**src/rtl/core/grct_pkg.sv**
```systemverilog
package grct_pkg;

  // Table geometry
  localparam int MAX_RANKS = 64;
  localparam int MAX_SLOTS = 16;
  localparam int RANK_W    = $clog2(MAX_RANKS);
  localparam int SLOT_W    = $clog2(MAX_SLOTS);
  localparam int ADDR_W    = RANK_W + SLOT_W;
  localparam int ENTRIES   = MAX_RANKS * MAX_SLOTS;

  // Field widths
  localparam int GEN_W  = 63;
  localparam int TAG_W  = 64;
  localparam int MASK_W = 64;
  localparam int STAT_W = 3;
  localparam int WS_W   = 7;
  localparam int SC_W   = 5;
  localparam int CFG_W  = 7;

  // Command queue between front and back
  localparam int QDEPTH = 2;
  localparam int PTR_W  = $clog2(QDEPTH);
  localparam int CNT_W  = $clog2(QDEPTH + 1);

  typedef enum logic [1:0] {
    ACT_PUB_READY = 2'd0,
    ACT_CHK_READY = 2'd1,
    ACT_PUB_CONS  = 2'd2,
    ACT_CHK_CONS  = 2'd3
  } act_t;

  typedef enum logic [STAT_W-1:0] {
    STAT_OK       = 3'd0,
    STAT_INVALID  = 3'd1,
    STAT_NOT_YET  = 3'd2,
    STAT_OVERRUN  = 3'd3,
    STAT_MISMATCH = 3'd4
  } stat_t;

  typedef enum logic {
    CFG_WORLD_SIZE = 1'b0,
    CFG_SLOT_COUNT = 1'b1
  } cfg_idx_t;

  typedef enum logic [2:0] {
    S_CLEAR,
    S_IDLE,
    S_EXEC,
    S_SCAN,
    S_OUT
  } bst_t;

  // Classified command handed from front to back
  typedef struct packed {
    act_t              act;
    logic              bad;
    logic [RANK_W-1:0] rank;
    logic [SLOT_W-1:0] slot;
    logic [GEN_W-1:0]  gen;
    logic [TAG_W-1:0]  tag;
    logic              fail;
    logic [MASK_W-1:0] pending;
    logic [WS_W-1:0]   nr;
  } cmd_t;

  typedef struct packed {
    logic full;
    logic not_empty;
  } q_stat_t;

  // Mask of the ranks below n
  function automatic logic [MASK_W-1:0] rank_mask(input logic [WS_W-1:0] n);
    logic [MASK_W-1:0] m;
    if (n >= WS_W'(MASK_W)) begin
      m = '1;
    end else begin
      m = (MASK_W'(1) << n) - MASK_W'(1);
    end
    return m;
  endfunction

endpackage

```
**src/rtl/core/grct_front.sv**
```systemverilog
module grct_front import grct_pkg::*; (
  input  logic              clk,
  input  logic              rst,
  input  logic              cfg_wr_en,
  input  logic              cfg_index,
  input  logic [CFG_W-1:0]  cfg_data,
  input  logic              in_valid,
  output logic              in_stall,
  input  logic [1:0]        action,
  input  logic [RANK_W-1:0] rank,
  input  logic [SLOT_W-1:0] slot,
  input  logic [GEN_W-1:0]  generation,
  input  logic [TAG_W-1:0]  window_tag,
  input  logic              failed,
  input  logic [MASK_W-1:0] pending_mask,
  input  logic              clearing,
  input  q_stat_t           qs,
  output logic              push,
  output cmd_t              cmd
);

  logic [WS_W-1:0] world_size;
  logic [SC_W-1:0] slot_count;
  logic [WS_W-1:0] nr;
  logic [SC_W-1:0] ns;
  logic            rank_bad;
  logic            slot_bad;
  logic            gen_zero;
  logic            bad;

  // Configuration registers
  always_ff @(posedge clk) begin
    if (rst) begin
      world_size <= WS_W'(2);
      slot_count <= SC_W'(1);
    end else if (cfg_wr_en) begin
      case (cfg_idx_t'(cfg_index))
        CFG_WORLD_SIZE: world_size <= cfg_data[WS_W-1:0];
        CFG_SLOT_COUNT: slot_count <= cfg_data[SC_W-1:0];
        default: ;
      endcase
    end
  end

  // Clamp registers to the supported range
  always_comb begin
    if (world_size < WS_W'(2)) begin
      nr = WS_W'(2);
    end else if (world_size > WS_W'(MAX_RANKS)) begin
      nr = WS_W'(MAX_RANKS);
    end else begin
      nr = world_size;
    end
    if (slot_count < SC_W'(1)) begin
      ns = SC_W'(1);
    end else if (slot_count > SC_W'(MAX_SLOTS)) begin
      ns = SC_W'(MAX_SLOTS);
    end else begin
      ns = slot_count;
    end
  end

  // Parameter checks per action
  assign rank_bad = {1'b0, rank} >= nr;
  assign slot_bad = {1'b0, slot} >= ns;
  assign gen_zero = (generation == '0);

  always_comb begin
    case (act_t'(action))
      ACT_PUB_READY: bad = rank_bad | slot_bad | gen_zero;
      ACT_CHK_READY: bad = slot_bad | gen_zero | (pending_mask == '0) |
                           ((pending_mask & ~rank_mask(nr)) != '0);
      ACT_PUB_CONS:  bad = rank_bad | slot_bad;
      ACT_CHK_CONS:  bad = slot_bad | gen_zero;
      default:       bad = 1'b1;
    endcase
  end

  // Take a transaction whenever the queue has room and the table is usable
  assign in_stall = qs.full | clearing;
  assign push     = in_valid & ~in_stall;

  always_comb begin
    cmd.act     = act_t'(action);
    cmd.bad     = bad;
    cmd.rank    = rank;
    cmd.slot    = slot;
    cmd.gen     = generation;
    cmd.tag     = window_tag;
    cmd.fail    = failed;
    cmd.pending = pending_mask;
    cmd.nr      = nr;
  end

endmodule

```
**config.mk**
```make
export PLATFORM = sky130hd
export DESIGN_NAME = grct_front
export DESIGN_NICKNAME = d
export VERILOG_FILES = /design/src/rtl/core/grct_pkg.sv /design/src/rtl/core/grct_front.sv
export SDC_FILE = /design/constraint.sdc
export NUM_CORES = 1
export LEC_CHECK = 0
export ABC_AREA = 1
export BUFFER_PORTS_ARGS = -buffer_cell sky130_fd_sc_hd__buf_2
export CAP_MARGIN = 25
export CORE_AREA = 8 8 160 162
export CTS_BUF_LIST = sky130_fd_sc_hd__clkbuf_4 sky130_fd_sc_hd__clkbuf_8
export DETAILED_ROUTE_END_ITERATION = 16
export DIE_AREA = 0 0 168 170
export RECOVER_POWER = 100
export SYNTH_ARGS = -nofsm -noshare
export SYNTH_HDL_FRONTEND = slang
export SYNTH_SLANG_ARGS = --single-unit
```
**constraint.sdc**
```tcl
create_clock -name clk -period 3.9 [get_ports clk]
set_input_delay 0.78 -clock clk [delete_from_list [all_inputs] [get_ports clk]]
set_output_delay 0.78 -clock clk [all_outputs]
set_load 0.05 [all_outputs]
```
**Word-level counts from Yosys, hierarchy flattened**

Index checks and enable logic that the tools add are counted.

- Flip-flop bits (word level): 12
- Word-level logic and storage cells: 38
- Input bits: 219
- Output and inout bits: 214

- Shifts and indexed selects: 1
- $add $sub $neg: 1
- Reduce and logical (&&, ||, !) cells: 6
- $lt $le $gt $ge: 7
- Bitwise gates (word level): 11
- Eq/ne operators: 3
- Multiplexer cells: 7

Operators with widths:

| operator | count |
|---|---|
| 64-bit 2-to-1 mux | 2 |
| 64-bit AND | 1 |
| 64-bit zero test | 1 |
| 64-bit NOT | 1 |
| 64-bit nonzero test | 1 |
| 1-bit by 7-bit left shift with 64-bit output (first input constant) | 1 |
| 64-bit by 2-bit subtractor with 64-bit output (second input constant) | 1 |
| 63-bit zero test | 1 |
| 7-bit 2-to-1 mux | 2 |
| 5-bit 2-to-1 mux | 2 |
| 6-bit by 7-bit greater-or-equal comparator with 1-bit output | 1 |
| 7-bit greater-or-equal comparator (second input constant) | 1 |
| 7-bit > comparator (second input constant) | 1 |
| 7-bit by 2-bit < comparator with 1-bit output (second input constant) | 1 |
| 1-bit OR | 6 |
| 4-bit by 5-bit greater-or-equal comparator with 1-bit output | 1 |
| 5-bit > comparator (second input constant) | 1 |
| 5-bit by 1-bit < comparator with 1-bit output (second input constant) | 1 |
| 2-bit == test (second input constant) | 2 |
| 1-bit case mux with 4 select lines | 1 |
| 2-bit AND reduction | 2 |
| 2-bit by 1-bit == test with 1-bit output (second input constant) | 1 |
| 2-bit zero test | 1 |
| 1-bit NOT | 2 |
| 1-bit AND | 1 |

**Depth between registers and ports, before layout**

- Depth after elaboration: 12
- Mapped depth: 24
- Gate-level depth less buffers: 23

**Worst setup path after synthesis**

OpenSTA, ideal clock, no wires.

- Kind: register to output
- From: reg world_size[3]
- To: out cmd[209] (netlist bit)
- Path buffers: 2
- Required time: 3120 ps
- Setup slack: 386 ps
- Data arrival time: 2734 ps
- Cell stages (with the launch flop): 18
- Cell sequence: dfxtp_1 -> buf_6 -> nor2_1 -> nand3_4 -> nand2_1 -> inv_1 -> ha_1 -> a21boi_0 -> o21a_1 -> o21a_1 -> o21ai_0 -> nand2_1 -> a21oi_1 -> nor2_1 -> o21a_1 -> nor2_1 -> nand2_1 -> buf_4

RTL lines:

| item | RTL line | text |
|---|---|---|
| start, declared | grct_front.sv:22 | `logic [WS_W-1:0] world_size;` |
| start signal, assigned | grct_front.sv:38 | `CFG_WORLD_SIZE: world_size <= cfg_data[WS_W-1:0];` |
| end, declared | grct_front.sv:19 | `output cmd_t cmd` |

==> results.yml <==
setup_path:
  critPathKind: "reg2out"
  arrival_ps: 3420
  cpPeakStageDelay_ps: 320
  r2r_start: "world_size[5]"
  timing.critical_path.slowest_stage_cell: "dfxtp_2"
  required_ps: 3120
  rr_endpoint: "world_size[5]"
  ff2ff_path_depth: 4
  cp_top_family: "simple AND/OR/NAND/NOR gates"
  path_max_fanout: 7
  cp-end-kind: "primary output"
  start_kind: "flop"
  reg2reg_slack_ps: 2930
  path_common_cell: "nand2_1"
  cp.buffers_inverters: 9
timing:
  min_period_ps: 4200
  maxSlewHeadroom_pct: 45.1
  worst_pin_slew_ps: 826
  period_share_pct: 108
  fin_ws_ps: -297
  fmax_ghz: 0.238
  finalHoldViolations: 0
  final-setup-viol-count: 1
  finClkSkew_ps: 0
  fin_tns_setup_ps: -297
  rsz0062_at_grt: "true"
  maxSlewViolCount: 0
logic_synthesis:
  synth.distinct_cells: 41
  synth_warnings: 0
  synth_area_mm2: 0.00576
  syn_inst: 1032
  yosysSeqAreaShare_pct: 4.17
  synth.avg_cell_area_um2: 5.58
  ys_ff_latch: 12
cells_and_area:
  regArea_um2: 241
  fillerInstances: 2624
  syn_to_final_growth_pct: 40.3
  n_antenna_cell: 0
  multi_input_area_mm2: 0.00402
  layout-drive-gt1-share_pct: 42.1
  final_cell_mix: "nand2_1 (216), buf_4 (201), buf_2 (153), clkbuf_1 (147), nor2_1 (98)"
  fin_cells: 1618
  layout.nets: 1559
  fin_util_pct: 35.0
  layout_commonest_cell: "nand2_1"
drt:
  dr.max_layer_used: "met4"
  wl_met3_um: 2060
  wl_um: 28100
  antenna_left: 0
  via_per_inst: 4.73
  first_iter_violations: 494
  drc_errors: 0
  first_pass_iters: 5
  wl_per_cell_um: 17.3
  wl_met2_um: 12700
  met1Wirelength_um: 12600
  vias: 7656
clock_tree:
  postCtsHoldBufs: 0
  path_clk_slew_ps: 50
  cts_tree: "done"
  cts.sinks: 12
  clock-root-buffer: "clkbuf_8"
  cts_buffer_depth: 2
  h-tree-depth: 1
  tritoncts.num_buffers: 3
  clk_latency_ps: 250
min_path:
  worstHoldEndpoint: "slot_count[3]"
  timing.hold.worst.start: "slot_count[3]"
  hold_class: "reg2reg"
  whs_path_depth: 2
global_routing:
  grt_pass1_wl_um: 41900
  grt.total_usage_pct: 18.5
  antenna_found_initial: 0
  grt_max_degree: 34
  first_global_vias: 7582
  grt_overflow_total: 0
floorplanning:
  die_y_um: 170
  start_util_pct: 25.0
  core_mm2: 0.0231
  pin_count: 433
  fp.dieW_um: 168
  rows: 56
  dieArea_mm2: 0.0286
placement:
  hpwl_um: 24500
  globalplace.congestion: 0.984
  placedCellCount: 1581
  port_buffers: 301
outcome:
  status: "complete, but fails checks"
  violations: "negative setup slack"
power:
  vdd_drop_max_uv: 138
  power_frac_seq_pct: 8.3
  swShare_pct: 58.6
  totalPowerFinal_mw: 1.65
  switchingPower_mw: 0.966
  p_int_mw: 0.682
  pwr-share-clk_pct: 8.5
  combPwrFrac_pct: 83.2
  leakage_nw: 4.29
  power_density_mw_per_mm2: 204
flow_run:
  maxCapViolations: 0
through the flow:
stage	hold slack, ps	setup slack (ps)	cell area, um2
2_1_floorplan	465	386	5760
3_3_place_gp	491	-125	7400
3_5_place_dp	500	-127	7400
4_1_cts	508	-166	8180
5_1_grt	531	-502	8080
6_report	508	-297	8080
area by class of cell:
| cell class | instances | share of cell area, % |
|---|---|---|
| clock buffers | 4 | 0.682 |
| well taps | 290 | 4.49 |
| multi-input cells | 703 | 49.7 |
| flip-flops and latches | 12 | 2.99 |
| repair buffers | 513 | 37.4 |
| inverters | 96 | 4.71 |
power by group through the flow:
stage / Clock [mW] / Combinational [mW] / Sequential, mW
2_1_floorplan: 0 / 1.04 / 0.139
3_3_place_gp: 0 / 1.26 / 0.139
3_5_place_dp: 0 / 1.27 / 0.139
4_1_cts: 0.141 / 1.37 / 0.137
5_1_grt: 0.148 / 1.47 / 0.138
6_report: 0.139 / 1.37 / 0.137
cells in the mapped netlist (all sizes together):
cell type	n	area share, %
a21boi	1	0.13
a21o	1	0.13
a21oi	11	0.96
buf	218	28
clkbuf	5	0.33
clkinv	2	0.13
conb	1	0.065
dfxtp	12	4.2
ha	11	2.4
inv	94	6.3
nand2	252	17
nand3	83	8.0
nand3b	3	0.39
nand4	69	7.7
nor2	186	15
nor3	11	1.3
nor4	33	3.6
o21a	3	0.39
o21ai	27	2.5
o21bai	6	0.85
o41ai	1	0.15
or2	2	0.22
worst min-delay path, stage by stage, from the launching register on:
cell,delay [ps]
dfxtp_1,320
nor2_1,100
nor2_1,50
repair_timing:
action,in CTS,in global routing
endpoints found under the setup margin,1,1
setup buffers,26,6
cloned,1,0
gates resized for setup,146,16
pin swaps,78,13
cells by family after synthesis:
logic type	count (synthesis)	share of synthesized area, %
buf+inv	319	35.2
simple gates	639	53.0
compound gates	50	5.15
fa+ha+maj	11	2.39
flops	12	4.17
other cells	1	0.0652
how the worst max path moves through the flow:
| stage | end | slack (ps) | from | cells after the start |
|---|---|---|---|---|
| finish | cmd[209] | -300 | world_size[6] | 26 |
| global route | cmd[209] | -500 | world_size[6] | 26 |
| floorplan | cmd[209] | 390 | world_size[3] | 17 |
| CTS | cmd[209] | -170 | world_size[6] | 24 |
| detailed placement | cmd[209] | -130 | world_size[6] | 23 |
| global placement | cmd[209] | -130 | world_size[6] | 23 |
flip-flops by register name, indices dropped and copies added (netlist names):
signal / cells
slot_count: 5
world_size: 7
routing by layer:
| metal | vias up | global-route usage [%] |
|---|---|---|
| met3 | 41 | 3.64 |
| met1 | 3547 | 24.3 |
| met5 | - | 0 |
| met4 | 0 | 5.47 |
| li1 | 3788 | - |
| met2 | 280 | 30.4 |
Note: power is estimated with default switching activity, not from simulation.
