===== src/rtl/core/grct_pkg.sv =====
package grct_pkg;

  // Table geometry
  localparam int MAX_RANKS = 64;
  localparam int MAX_SLOTS = 16;
  localparam int RANK_W    = $clog2(MAX_RANKS);
  localparam int SLOT_W    = $clog2(MAX_SLOTS);
  localparam int ADDR_W    = RANK_W + SLOT_W;
  localparam int ENTRIES   = MAX_RANKS * MAX_SLOTS;

  // Field widths
  localparam int GEN_W  = 63;
  localparam int TAG_W  = 64;
  localparam int MASK_W = 64;
  localparam int STAT_W = 3;
  localparam int WS_W   = 7;
  localparam int SC_W   = 5;
  localparam int CFG_W  = 7;

  // Command queue between front and back
  localparam int QDEPTH = 2;
  localparam int PTR_W  = $clog2(QDEPTH);
  localparam int CNT_W  = $clog2(QDEPTH + 1);

  typedef enum logic [1:0] {
    ACT_PUB_READY = 2'd0,
    ACT_CHK_READY = 2'd1,
    ACT_PUB_CONS  = 2'd2,
    ACT_CHK_CONS  = 2'd3
  } act_t;

  typedef enum logic [STAT_W-1:0] {
    STAT_OK       = 3'd0,
    STAT_INVALID  = 3'd1,
    STAT_NOT_YET  = 3'd2,
    STAT_OVERRUN  = 3'd3,
    STAT_MISMATCH = 3'd4
  } stat_t;

  typedef enum logic {
    CFG_WORLD_SIZE = 1'b0,
    CFG_SLOT_COUNT = 1'b1
  } cfg_idx_t;

  typedef enum logic [2:0] {
    S_CLEAR,
    S_IDLE,
    S_EXEC,
    S_SCAN,
    S_OUT
  } bst_t;

  // Classified command handed from front to back
  typedef struct packed {
    act_t              act;
    logic              bad;
    logic [RANK_W-1:0] rank;
    logic [SLOT_W-1:0] slot;
    logic [GEN_W-1:0]  gen;
    logic [TAG_W-1:0]  tag;
    logic              fail;
    logic [MASK_W-1:0] pending;
    logic [WS_W-1:0]   nr;
  } cmd_t;

  typedef struct packed {
    logic full;
    logic not_empty;
  } q_stat_t;

  // Mask of the ranks below n
  function automatic logic [MASK_W-1:0] rank_mask(input logic [WS_W-1:0] n);
    logic [MASK_W-1:0] m;
    if (n >= WS_W'(MASK_W)) begin
      m = '1;
    end else begin
      m = (MASK_W'(1) << n) - MASK_W'(1);
    end
    return m;
  endfunction

endpackage


===== src/rtl/core/grct_queue.sv =====
module grct_queue import grct_pkg::*; (
  input  logic    clk,
  input  logic    rst,
  input  logic    push,
  input  cmd_t    push_cmd,
  input  logic    pop,
  output cmd_t    head,
  output q_stat_t qs
);

  cmd_t             entries [QDEPTH];
  logic [PTR_W-1:0] wr_ptr;
  logic [PTR_W-1:0] rd_ptr;
  logic [CNT_W-1:0] count;

  // Pointers and fill level
  always_ff @(posedge clk) begin
    if (rst) begin
      wr_ptr <= '0;
      rd_ptr <= '0;
      count  <= '0;
    end else begin
      if (push) wr_ptr <= wr_ptr + PTR_W'(1);
      if (pop)  rd_ptr <= rd_ptr + PTR_W'(1);
      count <= count + CNT_W'(push) - CNT_W'(pop);
    end
  end

  // Storage
  always_ff @(posedge clk) begin
    if (push) entries[wr_ptr] <= push_cmd;
  end

  assign head         = entries[rd_ptr];
  assign qs.full      = (count == CNT_W'(QDEPTH));
  assign qs.not_empty = (count != '0);

endmodule


===== config.mk =====
export PLATFORM = sky130hd
export DESIGN_NAME = grct_queue
export DESIGN_NICKNAME = d
export VERILOG_FILES = /design/src/rtl/core/grct_pkg.sv /design/src/rtl/core/grct_queue.sv
export SDC_FILE = /design/constraint.sdc
export NUM_CORES = 1
export LEC_CHECK = 0
export BUFFER_PORTS_ARGS = -buffer_cell sky130_fd_sc_hd__buf_2
export CAP_MARGIN = 20
export CORE_ASPECT_RATIO = 0.5
export CORE_MARGIN = 2
export CORE_UTILIZATION = 40
export DETAILED_ROUTE_END_ITERATION = 8
export PLACE_DENSITY_LB_ADDON = 0.12
export SYNTH_ARGS = -nofsm -noshare
export SYNTH_HDL_FRONTEND = slang
export SYNTH_SLANG_ARGS = --single-unit

===== constraint.sdc =====
create_clock -name clk -period 10.75 [get_ports clk]
set_input_delay 1.075 -clock clk [delete_from_list [all_inputs] [get_ports clk]]
set_output_delay 1.075 -clock clk [all_outputs]
set_load 0.03 [all_outputs]

-- Word-level counts from Yosys, hierarchy flattened
Memory sizes are Yosys's and may differ from the RTL's. A register that Yosys moved wholly into a read port is not among the register bits.
Cells that the tools add are included.
- bits in writable memories: 424
- flip-flop bits (word level): 4
- bits of input ports: 216
- memories: 1
- logic and storage cells: 14
- reduce and logical (&&, ||, !) cells: 1
- equality and inequality tests: 1
- add/subtract/negate cells: 4
- multiplexer cells: 4
- memories (name ; depth ; width ; read ports ; clocked after memory_dff ; wr ports ; line ; source):
    entries ; 2 ; 212 ; 1 ; 1 ; 1 ; grct_queue.sv:11 ; cmd_t entries [QDEPTH];
- operators with widths (operator ; number):
    $mux 1 ; 4
    $add 1x1->1 const B ; 2
    $add 2x1->2 ; 1
    $eq 2x2->1 const B ; 1
    $reduce_bool 2->1 ; 1
    $sub 2x1->2 ; 1

-- Longest topological paths before layout
Gate-level depths: netlist of run 1.
- depth after elaboration: 3
- mapped depth: 6
- gate-level depth less buffers: 6

-- Worst setup path after synthesis of run 1
Ideal clock, no wire load.
- path kind: input -> register
- start point: input push
- end point: memory entries[0][0] in the netlist's numbering (enable)
- data required time: 9.937 ns
- arrival: 10.211 ns
- cell stages on the path: 1
- path slack: -0.275 ns
- path buffers: 0
- cell sequence: nor2b_1
- cells in the longest elaborated chain, start to end: 2
- RTL lines (element ; line ; source):
    start: declaration ; grct_queue.sv:4 ; input logic push,
    $mux 1 ; grct_queue.sv:31 ; if (push) entries[wr_ptr] <= push_cmd;
    $mux 1 (not written as such) ; grct_queue.sv:31 ;
    end: declaration ; grct_queue.sv:11 ;
No other way between the ends.

==> reports/summary.txt, run 1 <==
Post-CTS Hold Buffers -> 0
final antenna-violating net count -> 0
HPWL after DPL -> 24100 um
number of buffers created by CTS -> 40
RSZ-0062 raised after global routing -> no
largest net degree at the start of global routing -> 106
first-pass GRT wire length -> 51700 um
Critical Path RT -> 9.68 ns
drt drc -> 0
Post-Syn Area -> 16400 sq um
CP Max Fanout -> 59
Hold WC Path Type -> register to register
total congestion overflow -> 0
DRT iter0 DRCs -> 436
Die W -> 290 um
Synth Register Bits -> 429
CP endpoint kind -> output port
nets -> 1354
Die H -> 147 um
total power -> 3.90 mW
vias -> 7785
startpoint type of the worst setup path -> register
FP Rows -> 52
Mapped Cells -> 681
Fmax -> 246 MHz
Vias/cell -> 4.56
# Max-Cap Violations -> 0
vias in the first global route -> 8596
Crit Path Category -> register to output port
Post-CTS Setup Bufs -> 0
outcome -> complete, no violations
Fin Setup TNS -> 0 ns
Post-Syn Nets -> 899
Rel. slew slack -> 0.283
final WL -> 35000 um
H-tree levels -> 2
Initial Util -> 0.405
Final Cycle Share -> 0.378
Post-CTS Resized -> 0
Longest Clk Path Bufs -> 3
# IOs -> 430
FILL cells -> 3399
drt pass-1 iters -> 4
Hold Violations, Final -> 0
Leak -> 7.89 nW
minimum clock period -> 4.07 ns
gr usage total -> 0.161
Synth cell types -> 15
antenna violations before repair -> 3
Syn Area/Cell -> 24.0 sq um
P&R area growth vs syn -> 23.0%
yosys warns -> 0
layout cells sized above 1 -> 0.607
TritonCTS clock tree -> done
# setup viols final -> 0
clock slew at reported path FFs -> 0.07 ns
Clock Sinks -> 429
Max IR drop VDD -> 95.8 uV
root buffer cell -> clkbuf_16
WP data arrival -> 2.99 ns
clock skew -> 0.0213 ns
sequential element share of the synthesized area -> 0.784
Slew @ Worst Pin -> 1.08 ns
Port-buffer cells -> 429
PwrDens -> 194 nW/um^2
Clock Latency Late Sink -> 0.54 ns
routed len/inst -> 20.5 um
Max Slew Vio Count -> 0
Core ar. -> 40400 sq um
RePlAce Congestion -> 0.779
Die ar. -> 42600 sq um
layer usage:
metal / share of wire / GRT usage / vias up
li1: - / - / 3626
met1: 0.35 / 0.163 / 3946
met2: 0.59 / 0.326 / 152
met3: 0.037 / 0.0351 / 59
met4: 0.028 / 0.0560 / 2
met5: 0.00037 / 0 / -
cells in the mapped netlist:
master	number	share of area
edfxtp_1	424	0.78
buf_6	10	0.0069
dfxtp_1	5	0.0061
or2_2	1	0.00038
inv_1	2	0.00046
and2_1	1	0.00038
buf_12	11	0.013
nor2b_1	3	0.0011
ha_1	2	0.0015
xnor2_1	2	0.0011
mux2_2	32	0.022
nor2_1	4	0.00092
mux2_4	180	0.17
xnor3_1	1	0.0014
buf_2	3	0.00092
cell type report:
type / count / area (sq um) / share of cell area
flip-flops and latches: 429 / 12800 / 0.638
diodes: 2 / 5.00 / 0.000249
inverters: 2 / 7.51 / 0.000373
repair buffers: 437 / 2220 / 0.110
well taps: 540 / 676 / 0.0336
multi-input cells: 226 / 3180 / 0.158
clock buffers: 50 / 1070 / 0.0531
clock inverters: 22 / 131 / 0.00653
worst max-delay path, stage by stage, from the launching register on:
cell,delay (ns)
dfxtp_4,0.87
buf_4,0.90
mux2_2,0.43
buf_2,0.18
stage by stage:
step / area, sq um / std cells / hold WS (ns) / worst slack [ns] / utilization
final: 20100 / 1708 / 0.526 / 6.68 / 0.498
after global routing: 20100 / 1708 / 0.556 / 6.50 / 0.498
after CTS: 20100 / 1706 / 0.532 / 6.60 / 0.498
after detailed placement: 18900 / 1634 / 0.517 / 6.97 / 0.468
after global placement: 18900 / 1634 / 0.509 / 7.04 / 0.468
after floorplan: 16400 / 681 / 0.480 / 3.72 / -
path summary, 6_finish.rpt:
path | startpoint | end | slack, ns | cells past startpoint
worst max register to register | wr_ptr | entries[1][32] | 7.82 | 3
worst min register to register | rd_ptr | rd_ptr | 0.53 | 2
worst max-delay path | register | head[12] | 6.68 | 3
worst min-delay path | rd_ptr | rd_ptr | 0.53 | 2
kinds of logic after synthesis:
group	share of synthesized area
DFF	0.784
muxes	0.187
buffers and inverters	0.0217
and+or+nand+nor	0.00283
xor gates and xnor gates	0.00245
adders and majority gates	0.00153
registers in the layout (all words and copies together) (netlist names), named ones only:
register	count
count	2
entries	424
wr_ptr	1
rd_ptr	1
layout by cell type, fill, tap and decap left out, drive strengths merged:
| cell type | count |
|---|---|
| mux2 | 212 |
| clkbuf | 50 |
| or2 | 1 |
| ha | 2 |
| xnor2 | 2 |
| bufinv | 1 |
| buf | 437 |
| nor2 | 4 |
| xnor3 | 1 |
| nor2b | 3 |
| edfxtp | 424 |
| diode | 2 |
| clkinv | 19 |
| and2 | 1 |
| inv | 4 |
| dfxtp | 5 |
power breakdown:
part           internal (mW)  total [mW]  switching, mW  leakage (nW)
clock network          0.731        1.32          0.589         0.598
registers               1.96        1.99         0.0351          4.02
logic                  0.231       0.592          0.361          3.27
total                   2.92        3.90          0.985          7.89
Power figures use the tool's default switching activity.
==> run 2, diff against run 1 <==
- clock period: 10.75 -> 4.1 ns (I/O delays scaled with it)
==> reports/summary.txt, run 2 (same netlist as run 1, synthesis figures left out) <==
first-pass GRT wire length -> 50900 um
Max Slew Vio Count -> 0
number of buffers created by CTS -> 41
Cell Count, Final, Fillers Out -> 1718
CP endpoint kind -> output port
final antenna-violating net count -> 0
H-tree levels -> 2
RSZ-0062 raised after global routing -> no
Port-buffer cells -> 429
Top reg by flops -> entries
routed len/inst -> 20.1 um
Clock Latency Late Sink -> 0.53 ns
Crit Path Category -> register to output port
Fmax -> 370 MHz
root buffer cell -> clkbuf_16
P&R area growth vs syn -> 24.1%
Longest Clk Path Bufs -> 3
placed insts -> 1640
Clock Sinks -> 429
Hold Violations, Final -> 0
Post-CTS Setup Bufs -> 0
Die W -> 290 um
drt drc -> 0
Slew @ Worst Pin -> 0.872 ns
TritonCTS clock tree -> done
most frequent cells in the layout -> buf_2 (429), edfxtp_1 (424), mux2_4 (180)
CP Max Fanout -> 28
worst reg2reg path endpoint -> entries[1][169]
RePlAce Congestion -> 0.748
Hold Slack -> 0.0655 ns
Die H -> 147 um
clock slew at reported path FFs -> 0.06 ns
Critical Path Sink -> head[19]
Initial Util -> 0.405
FP Rows -> 52
Leak -> 7.95 nW
Worst R2R Start -> wr_ptr
vias -> 7860
outcome -> complete, no violations
final WL -> 34600 um
Fin Setup TNS -> 0 ns
DP Area -> 19000 sq um
Largest register FFs -> 424
Design Area, Final -> 20300 sq um
biggest registers after layout -> entries x424, count x2
Critical Path RT -> 3.69 ns
DRT iter0 DRCs -> 392
# Max-Cap Violations -> 0
Hold WC Path Type -> input pin to register
WP data arrival -> 2.29 ns
Final Cycle Share -> 0.659
antenna violations before repair -> 7
commonest non-fill, non-tap cell in the layout -> buf_2
vias in the first global route -> 8454
PwrDens -> 512 nW/um^2
Vias/cell -> 4.58
largest net degree at the start of global routing -> 96
layout cells sized above 1 -> 0.605
HPWL after DPL -> 23700 um
minimum clock period -> 2.70 ns
total congestion overflow -> 0
Max IR drop VDD -> 294 uV
reg2reg setup slack -> 2.08 ns
# setup viols final -> 0
Core ar. -> 40400 sq um
FILL cells -> 3399
Post-CTS Hold Buffers -> 0
Post-CTS Resized -> 0
startpoint type of the worst setup path -> register
worst hold stages -> 1
# IOs -> 430
clock skew -> 0.0192 ns
Final Core Density -> 0.502
drt pass-1 iters -> 4
gr usage total -> 0.159
Die ar. -> 42600 sq um
Rel. slew slack -> 0.417
nets -> 1361
worst reg2reg path depth -> 2
run 2: cell types whose count changed in the layout (fill, tap and decap cells not counted):
cell        delta
bufinv_16      +3
clkinv_1       +3
clkinv_2       -6
inv_6          -2
buf_4          +1
buf_12         +5
clkbuf_8       -1
clkinvlp_4     +1
diode_2        +5
clkbuf_1       +1
run 2: layer usage:
layer,share of wire,global-route usage,vias to the layer above
li1,-,-,3641
met2,0.57,0.311,154
met5,0,0,-
met3,0.037,0.0336,66
met1,0.35,0.164,3999
met4,0.035,0.0659,0
run 2: worst max-delay path: stages (launching register included):
cell     delay [ns]
dfxtp_4        0.63
buf_4          0.53
mux2_2         0.40
buf_2          0.18
run 2: cell type report:
class,instances,area (sq um),area share
clock buffers,50,1060,0.0522
well taps,540,676,0.0333
multi-input cells,226,3180,0.157
diodes,7,17.5,0.000863
repair buffers,443,2330,0.115
clock inverters,21,193,0.00949
flip-flops and latches,429,12800,0.632
inverters,2,7.51,0.000370
run 2: stage by stage:
stage / worst slack, ns / power (mW)
floorplan: 0.0821 / 6.46
global placement: 1.93 / 6.87
detailed placement: 1.89 / 6.90
CTS: 1.32 / 10.6
global route: 1.25 / 10.8
finish: 1.40 / 10.4
run 2: worst min-delay path by stage:
| stage | end | slack, ns | start |
|---|---|---|---|
| 6_report | entries[1][148] | 0.07 | push_cmd[148] |
| 5_1_grt | entries[0][148] | 0.03 | push_cmd[148] |
| 4_1_cts | entries[0][152] | 0.03 | push_cmd[152] |
| 3_5_place_dp | rd_ptr | 0.51 | rd_ptr |
| 3_3_place_gp | rd_ptr | 0.50 | rd_ptr |
| 2_1_floorplan | register | 0.48 | rd_ptr |
run 2: power breakdown:
group	internal, mW	switching, mW	total, mW
sequential	5.12	0.0748	5.20
clock	2.08	1.54	3.62
combinational	0.617	0.962	1.58
total	7.82	2.58	10.4
==> run 3, diff against run 2 <==
- ABC_AREA: unset -> 1
- clock period: 4.1 -> 2.85 ns (I/O delays scaled with it)
==> reports/summary.txt, run 3 <==
outcome -> complete, no violations
clock slew at reported path FFs -> 0.06 ns
crit path buf inv count -> 2
Mapped Cells -> 691
P&R area growth vs syn -> 38.0%
Post-CTS Resized -> 0
# Max-Cap Violations -> 0
minimum clock period -> 2.37 ns
first-pass GRT wire length -> 54200 um
FP Rows -> 52
Post-Syn Nets -> 909
Clk pwr share -> 0.357
Largest register FFs -> 424
Post-Syn Area -> 16400 sq um
number of buffers created by CTS -> 40
routed len/inst -> 18.7 um
WP data arrival -> 2.08 ns
Initial Util -> 0.405
Crit Path Category -> register to output port
clock skew -> 0.0131 ns
Post-CTS Hold Buffers -> 213
Storage cell area -> 12800 sq um
# setup viols final -> 0
GRT met1 Usage -> 0.166
H-tree levels -> 2
P_int -> 11.5 mW
# IOs -> 430
Fin Setup TNS -> 0 ns
sequential element share of the synthesized area -> 0.784
Syn Area/Cell -> 23.7 sq um
Hold WC Path Type -> input pin to register
Post-CTS Setup Bufs -> 0
setup ws final -> 0.484 ns
vias in the first global route -> 9798
HPWL after DPL -> 24700 um
Post-synth ARST share -> 0
Die ar. -> 42600 sq um
Slew @ Worst Pin -> 0.549 ns
layout cells sized above 1 -> 0.518
antenna violations before repair -> 1
Max IR drop VDD -> 550 uV
Core ar. -> 40400 sq um
Synth cell types -> 15
startpoint type of the worst setup path -> register
cell taking the most area after synthesis -> edfxtp_1
Hold Slack -> 0.0548 ns
sequential power share -> 0.487
nets -> 1590
final WL -> 36300 um
PwrDens -> 675 nW/um^2
switching share of total power -> 0.244
biggest registers after layout -> entries x424, count x2
top cells by count, synth -> edfxtp_1 (424), mux2_4 (180), mux2_2 (32)
most frequent cell after synthesis -> edfxtp_1
CP Max Fanout -> 58
Crit-path slowest cell -> dfxtp_4
commonest non-fill, non-tap cell in the layout -> buf_2
Worst R2R Start -> wr_ptr
total power -> 15.2 mW
DRT iter0 DRCs -> 286
gr usage total -> 0.165
Post-synth EDFFs -> 424
CP endpoint kind -> output port
vias -> 8789
root buffer cell -> clkbuf_16
Die H -> 147 um
Longest Clk Path Bufs -> 3
Rel. slew slack -> 0.633
largest net degree at the start of global routing -> 80
Design Area, Final -> 22600 sq um
Post-synth top flop -> edfxtp_1
GR peak layer -> met2
Final Cycle Share -> 0.830
Vias/cell -> 4.52
Leak -> 8.94 nW
Hold Violations, Final -> 0
Logic pwr share -> 0.157
drt drc -> 0
most frequent cells in the layout -> buf_2 (429), edfxtp_1 (424), dlygate4sd3_1 (213)
Critical Path RT -> 2.57 ns
Critical Path, Cell by Cell -> buf_12, mux2_4, buf_2
yosys warns -> 0
FILL cells -> 3225
Synth top area share -> 0.778
Top reg by flops -> entries
TritonCTS clock tree -> done
Die W -> 290 um
Fmax -> 423 MHz
worst hold start -> pop
total congestion overflow -> 0
drt pass-1 iters -> 7
GR Util met2 -> 0.340
RSZ-0062 raised after global routing -> no
multi-input combinational cell area -> 3170 sq um
Port-buffer cells -> 429
Place WS -> 1.01 ns
Max Slew Vio Count -> 0
DP Area -> 19100 sq um
grt met3 use -> 0.0295
final antenna-violating net count -> 0
Synth Register Bits -> 429
Clock Sinks -> 429
synth top area cells -> edfxtp_1 (78%), mux2_4 (17%), mux2_2 (2.2%)
Switch Pwr -> 3.72 mW
critical path's top delay family -> buffers and inverters
Clock Latency Late Sink -> 0.53 ns
RePlAce Congestion -> 0.787
slowest stage delay, CP -> 0.55 ns
[run 3: cell count changes in the layout (fill, tap and decap cells not counted), sizes merged, moves of 4 or more]
cell	delta
nand2	+5
diode	-6
clkinv	+4
inv	+8
dlygate4sd3	+213
clkbuf	-8
buf	+7
[run 3: power by group through the flow]
stage	logic, mW	registers (mW)	clock network, mW
floorplan	1.58	7.54	0
global placement	2.14	7.54	0
detailed placement	2.17	7.55	0
CTS	2.42	7.42	5.61
global route	2.51	7.44	5.88
finish	2.39	7.41	5.44
[run 3: final cells by class]
cell class                      instances  share of cell area
Sequential cell                       429               0.568
Clock buffer                           42              0.0456
Tap cell                              540              0.0299
Timing Repair Buffer                  663               0.201
Clock inverter                         30              0.0133
Multi-Input combinational cell        230               0.140
Inverter                                8             0.00150
Antenna cell                            1            0.000111
[run 3: final timing paths]
kind	endpoint	slack, ns	depth (start not counted)
worst min register to register	rd_ptr	0.52	2
worst min-delay path	rd_ptr	0.05	3
worst max register to register	entries[1][76]	1.11	3
worst max-delay path	head[106]	0.48	3
[run 3: cells by family after synthesis]
group | after synthesis | synth area share
mux | 212 | 0.187
compound gates | 1 | 0.000305
xor+xnor | 1 | 0.000535
buf+inv | 32 | 0.0231
flops | 429 | 0.784
fa+ha+maj | 2 | 0.00153
simple gates | 14 | 0.00336
[run 3: per-layer routing]
layer  up-vias  share of wire
met5         -              0
met4         0          0.028
met3        61          0.030
met1      4445           0.35
li1       4122              -
met2       161           0.59
[run 3: worst min-delay path, stage by stage]
cell and delay, ns:
buf_2 0.10, xnor2_1 0.07, nor2_1 0.08
[run 3: metrics by stage]
step	instances	util
after floorplan	691	-
after global placement	1657	0.473
after detailed placement	1657	0.473
after CTS	1942	0.559
after global routing	1943	0.559
final	1943	0.559
